`src/hdl/utc_timestamp_to_epoch_core_defines.svh`:
```
// Assertion macros used by the timestamp converter top level.
`ifndef UTC_TIMESTAMP_TO_EPOCH_CORE_DEFINES_SVH
`define UTC_TIMESTAMP_TO_EPOCH_CORE_DEFINES_SVH

`ifndef SYNTHESIS
`define UTC_ASSERT_IMPL(name, clk_i, rstn_i, ante, cons) \
name: assert property (@(posedge clk_i) disable iff (!rstn_i) (ante) |-> (cons)) \
	else $error("same-cycle check failed");
`define UTC_ASSERT_NEXT(name, clk_i, rstn_i, ante, cons) \
name: assert property (@(posedge clk_i) disable iff (!rstn_i) (ante) |=> (cons)) \
	else $error("next-cycle check failed");
`else
`define UTC_ASSERT_IMPL(name, clk_i, rstn_i, ante, cons)
`define UTC_ASSERT_NEXT(name, clk_i, rstn_i, ante, cons)
`endif

`endif

```
`src/hdl/utc_ts_pkg.sv`:
```
// Types, constants and lookup functions of the timestamp converter.
package utc_ts_pkg;

	localparam int QueueDepth = 2;

	localparam int YearW  = 14;
	localparam int FieldW = 7;
	localparam int EpochW = 38;
	localparam int TodW   = 17;
	localparam int DoyW   = 9;
	localparam int YoeW   = 9;
	localparam int EraW   = 6;
	localparam int DoeW   = 18;
	localparam int DaysW  = 23;

	localparam int Recip400 = 5243;
	localparam int Shift400 = 21;
	localparam int Shift100 = 19;
	localparam int Recip100Small = 41;
	localparam int Shift100Small = 12;
	localparam int DaysPerEra = 146097;
	localparam int EpochDayShift = 719468;
	localparam int SecPerDay = 86400;
	localparam int MinYear = 1970;

	localparam logic [7:0] ChTab   = 8'h09;
	localparam logic [7:0] ChCr    = 8'h0D;
	localparam logic [7:0] ChSpace = 8'h20;
	localparam logic [7:0] ChPlus  = 8'h2B;
	localparam logic [7:0] ChMinus = 8'h2D;
	localparam logic [7:0] ChDot   = 8'h2E;
	localparam logic [7:0] Ch0     = 8'h30;
	localparam logic [7:0] Ch9     = 8'h39;
	localparam logic [7:0] ChColon = 8'h3A;
	localparam logic [7:0] ChT     = 8'h54;
	localparam logic [7:0] ChZ     = 8'h5A;

	typedef enum logic [3:0] {
		PH_YEAR,
		PH_MONTH,
		PH_DAY,
		PH_HOUR,
		PH_MINUTE,
		PH_SECOND,
		PH_FRAC_FIRST,
		PH_FRAC,
		PH_ZSEEN
	} phase_t;

	typedef struct packed {
		logic              ok;
		logic [YearW-1:0]  year;
		logic [FieldW-1:0] month;
		logic [FieldW-1:0] day;
		logic [FieldW-1:0] hour;
		logic [FieldW-1:0] minute;
		logic [FieldW-1:0] second;
	} ts_rec_t;

	typedef struct packed {
		logic full;
		logic empty;
	} q_stat_t;

	function automatic logic [7:0] sep_of(input phase_t ph);
		case (ph)
			PH_YEAR, PH_MONTH: sep_of = ChMinus;
			PH_DAY:            sep_of = ChT;
			default:           sep_of = ChColon;
		endcase
	endfunction

	function automatic phase_t next_field(input phase_t ph);
		case (ph)
			PH_YEAR:   next_field = PH_MONTH;
			PH_MONTH:  next_field = PH_DAY;
			PH_DAY:    next_field = PH_HOUR;
			PH_HOUR:   next_field = PH_MINUTE;
			default:   next_field = PH_SECOND;
		endcase
	endfunction

	// day of the March-based year on which each month starts
	function automatic logic [DoyW-1:0] month_base(input logic [3:0] m);
		case (m)
			4'd1:    month_base = 9'd306;
			4'd2:    month_base = 9'd337;
			4'd3:    month_base = 9'd0;
			4'd4:    month_base = 9'd31;
			4'd5:    month_base = 9'd61;
			4'd6:    month_base = 9'd92;
			4'd7:    month_base = 9'd122;
			4'd8:    month_base = 9'd153;
			4'd9:    month_base = 9'd184;
			4'd10:   month_base = 9'd214;
			4'd11:   month_base = 9'd245;
			4'd12:   month_base = 9'd275;
			default: month_base = 9'd0;
		endcase
	endfunction

	function automatic logic [4:0] month_len(input logic [3:0] m);
		case (m)
			4'd1, 4'd3, 4'd5, 4'd7, 4'd8, 4'd10, 4'd12: month_len = 5'd31;
			4'd4, 4'd6, 4'd9, 4'd11:                    month_len = 5'd30;
			4'd2:                                       month_len = 5'd28;
			default:                                    month_len = 5'd0;
		endcase
	endfunction

endpackage

```
`src/hdl/utc_ts_parse.sv`:
```
// Front end: character parser that builds one field record per text.
module utc_ts_parse (
	input  logic               clk,
	input  logic               arst_n,
	input  logic               take,
	input  logic [7:0]         ch,
	input  logic               last,
	output logic               push,
	output utc_ts_pkg::ts_rec_t rec
);
	import utc_ts_pkg::*;

	phase_t            phase_q, phase_d;
	logic [2:0]        chars_q, chars_d;
	logic              neg_q, neg_d;
	logic              sign_q, sign_d;
	logic [YearW-1:0]  accum_q, accum_d;
	logic [YearW-1:0]  year_q, year_d;
	logic [FieldW-1:0] month_q, month_d;
	logic [FieldW-1:0] day_q, day_d;
	logic [FieldW-1:0] hour_q, hour_d;
	logic [FieldW-1:0] minute_q, minute_d;
	logic [FieldW-1:0] second_q, second_d;
	logic              failed_q, failed_d;

	logic       is_dig;
	logic       is_sp;
	logic [2:0] fwidth;
	logic       fld_ok;

	always_comb begin
		phase_d  = phase_q;
		chars_d  = chars_q;
		neg_d    = neg_q;
		sign_d   = sign_q;
		accum_d  = accum_q;
		year_d   = year_q;
		month_d  = month_q;
		day_d    = day_q;
		hour_d   = hour_q;
		minute_d = minute_q;
		second_d = second_q;
		failed_d = failed_q;
		is_dig   = (ch >= Ch0) && (ch <= Ch9);
		is_sp    = ch inside {ChSpace, [ChTab:ChCr]};
		fwidth   = (phase_q == PH_YEAR) ? 3'd4 : 3'd2;
		fld_ok   = (chars_q > {2'b00, sign_q}) && !(neg_q && (accum_q != '0));
		if (!failed_q) begin
			case (phase_q)
				PH_YEAR, PH_MONTH, PH_DAY, PH_HOUR, PH_MINUTE, PH_SECOND: begin
					if ((chars_q != 3'd0) || !is_sp) begin
						if ((chars_q == 3'd0) && ((ch == ChPlus) || (ch == ChMinus))) begin
							sign_d  = 1'b1;
							neg_d   = (ch == ChMinus);
							chars_d = 3'd1;
						end else if (is_dig && (chars_q < fwidth)) begin
							accum_d = (accum_q << 3) + (accum_q << 1) + {10'd0, ch[3:0]};
							chars_d = chars_q + 3'd1;
						end else if (!fld_ok) begin
							failed_d = 1'b1;
						end else begin
							case (phase_q)
								PH_YEAR:   year_d   = accum_q;
								PH_MONTH:  month_d  = accum_q[FieldW-1:0];
								PH_DAY:    day_d    = accum_q[FieldW-1:0];
								PH_HOUR:   hour_d   = accum_q[FieldW-1:0];
								PH_MINUTE: minute_d = accum_q[FieldW-1:0];
								default:   second_d = accum_q[FieldW-1:0];
							endcase
							if (phase_q == PH_SECOND) begin
								if (ch == ChDot) begin
									phase_d = PH_FRAC_FIRST;
								end else if (ch == ChZ) begin
									phase_d = PH_ZSEEN;
								end else begin
									failed_d = 1'b1;
								end
							end else if (ch == sep_of(phase_q)) begin
								phase_d = next_field(phase_q);
								chars_d = 3'd0;
								neg_d   = 1'b0;
								sign_d  = 1'b0;
								accum_d = '0;
							end else begin
								failed_d = 1'b1;
							end
						end
					end
				end
				PH_FRAC_FIRST: begin
					if (is_dig) begin
						phase_d = PH_FRAC;
					end else begin
						failed_d = 1'b1;
					end
				end
				PH_FRAC: begin
					if (ch == ChZ) begin
						phase_d = PH_ZSEEN;
					end else if (!is_dig) begin
						failed_d = 1'b1;
					end
				end
				default: failed_d = 1'b1;
			endcase
		end
		rec.ok     = !failed_d && (phase_d == PH_ZSEEN);
		rec.year   = year_d;
		rec.month  = month_d;
		rec.day    = day_d;
		rec.hour   = hour_d;
		rec.minute = minute_d;
		rec.second = second_d;
	end

	assign push = take && last;

	always_ff @(posedge clk or negedge arst_n) begin
		if (!arst_n) begin
			phase_q  <= PH_YEAR;
			chars_q  <= '0;
			neg_q    <= 1'b0;
			sign_q   <= 1'b0;
			accum_q  <= '0;
			year_q   <= '0;
			month_q  <= '0;
			day_q    <= '0;
			hour_q   <= '0;
			minute_q <= '0;
			second_q <= '0;
			failed_q <= 1'b0;
		end else if (take) begin
			if (last) begin
				phase_q  <= PH_YEAR;
				chars_q  <= '0;
				neg_q    <= 1'b0;
				sign_q   <= 1'b0;
				accum_q  <= '0;
				year_q   <= '0;
				month_q  <= '0;
				day_q    <= '0;
				hour_q   <= '0;
				minute_q <= '0;
				second_q <= '0;
				failed_q <= 1'b0;
			end else begin
				phase_q  <= phase_d;
				chars_q  <= chars_d;
				neg_q    <= neg_d;
				sign_q   <= sign_d;
				accum_q  <= accum_d;
				year_q   <= year_d;
				month_q  <= month_d;
				day_q    <= day_d;
				hour_q   <= hour_d;
				minute_q <= minute_d;
				second_q <= second_d;
				failed_q <= failed_d;
			end
		end
	end

endmodule

```
`src/hdl/utc_ts_queue.sv`:
```
// Short record queue between the parser and the epoch pipeline.
module utc_ts_queue #(
	parameter int DEPTH = utc_ts_pkg::QueueDepth
) (
	input  logic                clk,
	input  logic                arst_n,
	input  logic                push,
	input  utc_ts_pkg::ts_rec_t wr_rec,
	input  logic                pop,
	output utc_ts_pkg::ts_rec_t rd_rec,
	output utc_ts_pkg::q_stat_t stat
);
	import utc_ts_pkg::*;

	localparam int PtrW = $clog2(DEPTH);
	localparam int CntW = $clog2(DEPTH + 1);

	ts_rec_t         mem_q [DEPTH];
	logic [PtrW-1:0] wr_ptr_q;
	logic [PtrW-1:0] rd_ptr_q;
	logic [CntW-1:0] count_q;

	assign stat.full  = (count_q == CntW'(DEPTH));
	assign stat.empty = (count_q == '0);
	assign rd_rec     = mem_q[rd_ptr_q];

	always_ff @(posedge clk) begin
		if (push) begin
			mem_q[wr_ptr_q] <= wr_rec;
		end
	end

	always_ff @(posedge clk or negedge arst_n) begin
		if (!arst_n) begin
			wr_ptr_q <= '0;
			rd_ptr_q <= '0;
			count_q  <= '0;
		end else begin
			if (push) begin
				wr_ptr_q <= (wr_ptr_q == PtrW'(DEPTH - 1)) ? '0 : wr_ptr_q + 1'b1;
			end
			if (pop) begin
				rd_ptr_q <= (rd_ptr_q == PtrW'(DEPTH - 1)) ? '0 : rd_ptr_q + 1'b1;
			end
			case ({push, pop})
				2'b10:   count_q <= count_q + 1'b1;
				2'b01:   count_q <= count_q - 1'b1;
				default: count_q <= count_q;
			endcase
		end
	end

endmodule

```
`src/hdl/utc_ts_calc.sv`:
```
// Back end: range checks and days-from-civil epoch pipeline.
module utc_ts_calc (
	input  logic                              clk,
	input  logic                              arst_n,
	input  logic                              in_valid,
	input  utc_ts_pkg::ts_rec_t               in_rec,
	output logic                              pop,
	output logic                              out_valid,
	input  logic                              out_ready,
	output logic                              out_ok,
	output logic [utc_ts_pkg::EpochW-1:0]     out_epoch
);
	import utc_ts_pkg::*;

	logic adv;

	// stage 1
	logic              month_le2;
	logic [YearW-1:0]  yadj;
	logic [26:0]       prod_era;
	logic [26:0]       prod_year;
	logic [TodW-1:0]   tod_c;
	logic              range_ok;
	logic              v_s1, ok_s1;
	logic [YearW-1:0]  yadj_s1, year_s1;
	logic [EraW-1:0]   era_s1, q400_s1;
	logic [7:0]        q100_s1;
	logic [FieldW-1:0] month_s1, day_s1;
	logic [DoyW-1:0]   doy_s1;
	logic [TodW-1:0]   tod_s1;

	// stage 2
	logic [YearW-1:0]  era400;
	logic [YearW-1:0]  yoe_c;
	logic [14:0]       c100x, c400x;
	logic              leap;
	logic [4:0]        limit;
	logic              v_s2, ok_s2;
	logic [YoeW-1:0]   yoe_s2;
	logic [EraW-1:0]   era_s2;
	logic [DoyW-1:0]   doy_s2;
	logic [TodW-1:0]   tod_s2;

	// stage 3
	logic [DoeW-1:0]   yoe365;
	logic [14:0]       yoe41;
	logic [DoeW-1:0]   doe_c;
	logic              v_s3, ok_s3;
	logic [DoeW-1:0]   doe_s3;
	logic [DaysW-1:0]  era146_s3;
	logic [TodW-1:0]   tod_s3;

	// stage 4
	logic              v_s4, ok_s4;
	logic [DaysW-1:0]  days_s4;
	logic [TodW-1:0]   tod_s4;

	// output
	logic [39:0]       secs;
	logic              out_valid_q, out_ok_q;
	logic [EpochW-1:0] out_epoch_q;

	assign adv = !out_valid_q || out_ready;
	assign pop = adv && in_valid;

	assign month_le2 = (in_rec.month <= 7'd2);
	assign yadj      = in_rec.year - {13'd0, month_le2};
	assign prod_era  = {13'd0, yadj} * 27'(Recip400);
	assign prod_year = {13'd0, in_rec.year} * 27'(Recip400);
	assign tod_c     = {10'd0, in_rec.hour} * TodW'(3600) + {10'd0, in_rec.minute} * TodW'(60)
		+ {10'd0, in_rec.second};
	assign range_ok  = in_rec.ok && (in_rec.year >= YearW'(MinYear)) && (in_rec.month >= 7'd1)
		&& (in_rec.month <= 7'd12) && (in_rec.hour <= 7'd23) && (in_rec.minute <= 7'd59)
		&& (in_rec.second <= 7'd60) && (in_rec.day >= 7'd1);

	assign era400 = {8'd0, era_s1} * YearW'(400);
	assign yoe_c  = yadj_s1 - era400;
	assign c100x  = {7'd0, q100_s1} * 15'd100;
	assign c400x  = {9'd0, q400_s1} * 15'd400;
	assign leap   = ((year_s1[1:0] == 2'b00) && (c100x != {1'b0, year_s1}))
		|| (c400x == {1'b0, year_s1});
	assign limit  = month_len(month_s1[3:0])
		+ {4'd0, (month_s1 == 7'd2) && leap};

	assign yoe365 = {9'd0, yoe_s2} * DoeW'(365);
	assign yoe41  = {6'd0, yoe_s2} * 15'(Recip100Small);
	assign doe_c  = yoe365 + {11'd0, yoe_s2[YoeW-1:2]}
		- {15'd0, yoe41[Shift100Small +: 3]} + {9'd0, doy_s2};

	assign secs = {17'd0, days_s4} * 40'(SecPerDay) + {23'd0, tod_s4};

	always_ff @(posedge clk) begin
		if (adv) begin
			ok_s1     <= range_ok;
			yadj_s1   <= yadj;
			year_s1   <= in_rec.year;
			era_s1    <= prod_era[Shift400 +: EraW];
			q400_s1   <= prod_year[Shift400 +: EraW];
			q100_s1   <= prod_year[Shift100 +: 8];
			month_s1  <= in_rec.month;
			day_s1    <= in_rec.day;
			doy_s1    <= month_base(in_rec.month[3:0]) + {2'd0, in_rec.day} - 9'd1;
			tod_s1    <= tod_c;

			ok_s2     <= ok_s1 && (day_s1 <= {2'd0, limit});
			yoe_s2    <= yoe_c[YoeW-1:0];
			era_s2    <= era_s1;
			doy_s2    <= doy_s1;
			tod_s2    <= tod_s1;

			ok_s3     <= ok_s2;
			doe_s3    <= doe_c;
			era146_s3 <= {17'd0, era_s2} * DaysW'(DaysPerEra);
			tod_s3    <= tod_s2;

			ok_s4     <= ok_s3;
			days_s4   <= era146_s3 + {5'd0, doe_s3} - DaysW'(EpochDayShift);
			tod_s4    <= tod_s3;

			out_ok_q    <= ok_s4;
			out_epoch_q <= ok_s4 ? secs[EpochW-1:0] : '0;
		end
	end

	always_ff @(posedge clk or negedge arst_n) begin
		if (!arst_n) begin
			v_s1        <= 1'b0;
			v_s2        <= 1'b0;
			v_s3        <= 1'b0;
			v_s4        <= 1'b0;
			out_valid_q <= 1'b0;
		end else if (adv) begin
			v_s1        <= in_valid;
			v_s2        <= v_s1;
			v_s3        <= v_s2;
			v_s4        <= v_s3;
			out_valid_q <= v_s4;
		end
	end

	assign out_valid = out_valid_q;
	assign out_ok    = out_ok_q;
	assign out_epoch = out_epoch_q;

endmodule

```
`src/hdl/utc_timestamp_to_epoch_core.sv`:
```
// Top level: ISO 8601 UTC timestamp text to Unix epoch seconds.
// The block takes one character per clock on the input stream and holds tready high
// except while its record queue is full; a queue of QUEUE_DEPTH records sits between
// the parser and a five-stage epoch pipeline whose last stage is the output register,
// so one text ending per cycle can be absorbed. After the character flagged tlast is taken,
// its record passes through the queue and the pipeline stages to the output register; the
// pipeline advances as a whole whenever its output register is empty or being taken.
// tuser carries the valid flag, tdata the epoch seconds (zero when the text is invalid).
`include "utc_timestamp_to_epoch_core_defines.svh"

module utc_timestamp_to_epoch_core #(
	parameter int QUEUE_DEPTH = utc_ts_pkg::QueueDepth
) (
	input  logic        clk,
	input  logic        arst_n,
	input  logic        s_axis_tvalid,
	output logic        s_axis_tready,
	input  logic [7:0]  s_axis_tdata,  // [7:0] ch
	input  logic        s_axis_tlast,  // last
	output logic        m_axis_tvalid,
	input  logic        m_axis_tready,
	output logic [39:0] m_axis_tdata,  // [37:0] epoch_seconds, [39:38] zero
	output logic        m_axis_tuser   // [0] valid_res
);
	import utc_ts_pkg::*;

	logic              take;
	logic              q_push;
	logic              q_pop;
	ts_rec_t           q_wr_rec;
	ts_rec_t           q_rd_rec;
	q_stat_t           q_stat;
	logic [EpochW-1:0] epoch;

	assign s_axis_tready = !q_stat.full;
	assign take          = s_axis_tvalid && s_axis_tready;

	utc_ts_parse u_parse (
		.clk    (clk),
		.arst_n (arst_n),
		.take   (take),
		.ch     (s_axis_tdata),
		.last   (s_axis_tlast),
		.push   (q_push),
		.rec    (q_wr_rec)
	);

	utc_ts_queue #(
		.DEPTH (QUEUE_DEPTH)
	) u_queue (
		.clk    (clk),
		.arst_n (arst_n),
		.push   (q_push),
		.wr_rec (q_wr_rec),
		.pop    (q_pop),
		.rd_rec (q_rd_rec),
		.stat   (q_stat)
	);

	utc_ts_calc u_calc (
		.clk       (clk),
		.arst_n    (arst_n),
		.in_valid  (!q_stat.empty),
		.in_rec    (q_rd_rec),
		.pop       (q_pop),
		.out_valid (m_axis_tvalid),
		.out_ready (m_axis_tready),
		.out_ok    (m_axis_tuser),
		.out_epoch (epoch)
	);

	assign m_axis_tdata = {2'b00, epoch};

	`UTC_ASSERT_IMPL(a_no_push_when_full, clk, arst_n, q_push, !q_stat.full)
	`UTC_ASSERT_IMPL(a_stall_only_full, clk, arst_n, !s_axis_tready, q_stat.full)
	`UTC_ASSERT_IMPL(a_push_on_last, clk, arst_n, q_push, s_axis_tvalid && s_axis_tlast)
	`UTC_ASSERT_NEXT(a_pop_frees_slot, clk, arst_n, q_pop && !q_push, !q_stat.full)

endmodule

```
`config.mk`:
```
export PLATFORM = sky130hd
export DESIGN_NAME = utc_timestamp_to_epoch_core
export DESIGN_NICKNAME = d
export VERILOG_FILES = /design/src/hdl/utc_ts_pkg.sv /design/src/hdl/utc_ts_parse.sv /design/src/hdl/utc_ts_queue.sv /design/src/hdl/utc_ts_calc.sv /design/src/hdl/utc_timestamp_to_epoch_core.sv
export VERILOG_INCLUDE_DIRS = /design/src /design/src/hdl
export SDC_FILE = /design/constraint.sdc
export NUM_CORES = 2
export LEC_CHECK = 0
export BUFFER_PORTS_ARGS = -buffer_cell sky130_fd_sc_hd__buf_2
export CORE_AREA = 2 2 200 399
export CTS_CLUSTER_DIAMETER = 100
export DETAILED_ROUTE_END_ITERATION = 10
export DIE_AREA = 0 0 202 401
export PLACE_DENSITY_LB_ADDON = 0.2
export SYNTH_ARGS = -nofsm -noshare
export SYNTH_HDL_FRONTEND = slang
export SYNTH_SLANG_ARGS = --single-unit
export TNS_END_PERCENT = 10
```
`constraint.sdc`:
```
create_clock -name clk -period 22 [get_ports clk]
set_input_delay 4.4 -clock clk [delete_from_list [all_inputs] [get_ports clk]]
set_output_delay 4.4 -clock clk [all_outputs]
set_load 0.03 [all_outputs]
```
### Word level (Yosys, flattened, before mapping)

Memories as Yosys holds them, arrays and structs flattened. A register that Yosys moved wholly into a read port is not among the register bits.
Cells that the tools add are included.

| word-level totals | value |
|---|---|
| register bits after elaboration | 347 |
| bits in writable memories | 100 |
| bits in read-only memories | 224 |
| input bits | 13 |
| output and inout port bits | 43 |
| memories kept | 3 |

| cells by class | value |
|---|---|
| $add $sub $neg | 20 |
| multiply operators | 11 |
| magnitude comparators | 15 |
| eq/ne operators | 26 |
| muxes and demuxes | 122 |
| reductions and logical operators | 52 |

Memories:

| name | depth | bits a word | rd ports | clocked after memory_dff | wr ports | line | RTL |
|---|---|---|---|---|---|---|---|
| (no name shown) | 16 | 9 | 1 | 0 | 0 | utc_ts_pkg.sv:85 | `case (m)` |
| u_queue.mem_q | 2 | 50 | 1 | 0 | 1 | utc_ts_queue.sv:18 | `ts_rec_t mem_q [DEPTH];` |
| (no name shown) | 16 | 5 | 1 | 1 | 0 | utc_ts_pkg.sv:103 | `case (m)` |

Operators by type and width:

| cell | number |
|---|---|
| $mux 7 | 40 |
| $mux 14 | 17 |
| $mux 8 | 7 |
| $mul 14x13->27 const B | 2 |
| $mux 4 | 12 |
| $add 38x17->38 | 1 |
| $eq 8x6->1 const B | 4 |
| $mul 23x10->31 const B | 1 |
| $mux 1 | 30 |
| $mux 3 | 10 |
| $add 23x18->23 | 1 |
| $mul 6x18->23 const B | 1 |
| $sub 23x20->23 const B | 1 |
| $logic_and 1x1->1 | 20 |
| $add 18x7->18 | 1 |
| $add 18x9->18 | 1 |
| $mul 9x9->18 const B | 1 |
| $sub 18x3->18 | 1 |
| $add 17x13->17 | 1 |
| $add 17x7->17 | 1 |
| $eq 4x3->1 const B | 4 |
| $reduce_and 8->1 | 2 |
| $eq 15x14->1 | 1 |
| $mul 9x6->15 const B | 1 |
| other kinds (60) | 85 |

### Depth between registers and ports, before layout

| logic depth | value |
|---|---|
| depth after elaboration | 21 |
| depth in mapped cells | 37 |

### Hierarchy

A second synthesis with hierarchy kept.

| second synthesis, totals | value |
|---|---|
| cell total of the unflattened synthesis | 3565 |
| area total of the unflattened synthesis | 39233.9 sq um |

Modules (own cells, without submodules):

| module | instances | cells each | area each (sq um) | sequential area each (sq um) |
|---|---|---|---|---|
| utc_ts_calc | 1 | 2817 | 30096.4 | 7962.6 |
| utc_ts_parse | 1 | 570 | 5059.9 | 1826.8 |
| utc_ts_queue | 1 | 172 | 4045.1 | 3103.0 |
| utc_timestamp_to_epoch_core | 1 | 6 | 32.5 | 0.0 |

### Worst setup path before layout

Ideal clock, no wire load.

| timing path | value |
|---|---|
| path kind | input port to flip-flop |
| from | input m_axis_tready |
| to | register (tool-made name) |
| library setup time | 0.160 ns |
| data arrival time | 13.351 ns |
| required time | 21.840 ns |
| setup slack | 8.489 ns |
| stages | 5 |
| buffers on the path | 1 |
| cells stage by stage | nand2b_1 -> clkbuf_1 -> o21ai_0 -> a211oi_1 -> a21oi_1 |

RTL lines:

| item | line | RTL |
|---|---|---|
| from (decl) | utc_timestamp_to_epoch_core.sv:21 | `input logic m_axis_tready,` |

==> flow_summary.ini <==
[routing]
drt_iter0_drc = 988
firstDrtPassIters = 5
post-route-drc-count = 0
drt-total-wl_mm = 83.46
final_antenna_net_count = 0
viasPerCell = 5.360
avgRoutedWirePerCell_um = 17.90
vias = 24990

[hold_path]
hold_path_startpoint = u_calc.tod_s2[13]
min_path_type = flip-flop to flip-flop

[timing]
finClkSkew_ps = 48.69
rsz0062_at_grt = no
fin_setup_tns_ps = 0
period_minus_slack_ps = 9112
maxSlewViolCount = 0
hold_violations = 0
worst_slew_pin_slew_ps = 1121
max_clock_freq_mhz = 109.8
period_share_pct = 41.42
setup_violations = 0
slew-limit-headroom_pct = 24.94
whs_ps = 411.4

[setup_path]
path_delay_family = compound AO/OA/AOI/OAI gates
cp-start-kind = flip-flop
crit_path_max_fanout = 22
cp_slowest_cell = dfrtp_2
worstSetupPathType = flip-flop to flip-flop
cp.arrival_ps = 9440
cp.required_ps = 22330
cp-startpoint = u_queue.rd_ptr_q
crit_buf_inv = 7
r2r-start = u_queue.rd_ptr_q
endpoint_kind = flip-flop
slowest_delay_ps = 760
cp_common_cell = inv_1

[synthesis]
yosys.area.top_type = edfxtp_1
synthesis.area_um2 = 38750
yosys_warnings = 0
synthTopCellsByArea = edfxtp_1, ha_1, fa_1, inv_1, dfrtp_1
syn_inst = 3546
synth_top_area_share_pct = 27.82
yosysSeqAreaShare_pct = 33.27
synth_seq_cells = 444
async_reset_ff_share_pct = 18.47
synth_ff_type = edfxtp_1
synth_edf_count = 359
synth.distinct_cells = 96
yosysMostFrequentCell = inv_1
yosys-top-cells-count = inv_1, ha_1, edfxtp_1, fa_1, nand2_1
avgSynthCellArea_um2 = 10.93

[floorplan]
ios = 56
die_y_um = 401
rows = 145
start_util_pct = 49.79
die_area_um2 = 81000
coreArea_um2 = 77830
die_x_um = 202

[grt]
grt_use_total_pct = 21.07
grt_max_degree = 139
grt_pass1_vias = 26660
overflow = 0
grt_pass1_wl_mm = 134.5
antenna_found_initial = 0

[cts]
cts_tree = yes
htree_levels = 2
post_cts_resized = 0
clk_latency_ps = 620
clockRootBuffer = clkbuf_16
post_cts_buffers = 0
clk_pin_slew_ps = 70
cts.sinks = 444
postCtsHoldBufs = 0
clock_path_buffers = 3
cts-buffers-inserted = 44

[placement]
place.gp.congestion = 0.9427
io_buffers = 53
dp_hpwl_mm = 67.66

[final_layout]
drive_gt1_share_pct = 6.936
nNetsFinal = 4540
diodes = 0
area_delta_synth_final_pct = 7.685

[run]
maxCapViolations = 0

[outcome]
status = completed
stage by stage:
stage | setup slack [ps] | utilization, % | std cells | instance area, um^2
2_1_floorplan | 8489 | - | 3547 | 38750
3_3_place_gp | 12970 | 51.66 | 4581 | 40200
3_5_place_dp | 12860 | 51.66 | 4581 | 40200
4_1_cts | 12770 | 53.61 | 4662 | 41730
5_1_grt | 12070 | 53.61 | 4662 | 41730
6_report | 12890 | 53.61 | 4662 | 41730
final cells by class:
class | instances | area [um^2]
tap | 1029 | 1287
inverter | 698 | 2620
clock inverter | 31 | 400.4
multi-input combinational | 2341 | 23000
timing repair buffer | 69 | 400.4
sequential | 444 | 12890
fill | 6910 | 36100
clock buffer | 50 | 1124
cells by family after synthesis:
group / Yosys count / synth area share (%)
simple gates: 557 / 7.155
xor+xnor: 208 / 4.701
buf+inv: 762 / 7.420
mux: 104 / 2.919
fa+ha+maj: 929 / 35.32
flops: 444 / 33.27
other cells: 1 / 0.009677
compound gates: 541 / 9.202
cells in the final DEF, fill, tap and decap left out, types with 18 or more instances in the layout:
master     Yosys  final
a21oi_1      133    133
nor3_1        39     39
nand2_1      156    156
nand3_1       48     48
xnor2_1      152    152
mux2_2        72     72
edfxtp_1     359    359
and3_1        21     20
nand2b_1      20     19
nor4_1        18     18
xor2_1        56     56
nand4_1       21     21
o21ai_0      125    125
buf_2          5     52
o21a_1        18     18
dfrtp_1       82     81
nor2_1       126    125
clkbuf_16      0     44
mux2i_1       32     32
o21bai_1      24     24
fa_1         275    275
ha_1         654    654
a21o_1        56     56
a22oi_1       53     53
nor2b_1       25     25
inv_1        697    697
layer usage:
metal,wire [um],vias up,GRT usage [%],share of wire [%]
met5,0,-,0,0
met4,4551,0,10.80,5.5
met3,1621,184,1.788,1.9
met2,50500,363,44.68,61
met1,26790,12280,18.94,32
li1,-,12170,-,-
worst paths after layout:
path,end,slack (ps),cells after the start
setup / recovery,u_calc.era_s1[5],12890,33
hold / removal,u_calc.tod_s3[13],410,0
setup reg to reg,u_calc.era_s1[5],12890,33
hold reg to reg,u_calc.tod_s3[13],410,0
max in group asynchronous,u_parse.hour_q[4],17190,2
min in group asynchronous,u_parse.accum_q[11],3640,1
registers in the layout, summed over array words and instances (netlist names), 14 cells and up, named ones only:
register	flops
u_queue.mem_q	100
u_calc.out_epoch	38
u_calc.days_s4	23
u_calc.era146_s3	23
u_calc.doe_s3	18
u_calc.tod_s1	17
u_calc.tod_s2	17
u_calc.tod_s3	17
u_calc.tod_s4	17
u_calc.year_s1	14
u_parse.accum_q	14
u_parse.year_q	14
Power is not shown: default switching activity piles up to over one toggle a cycle in this logic, so the estimate is an artifact.
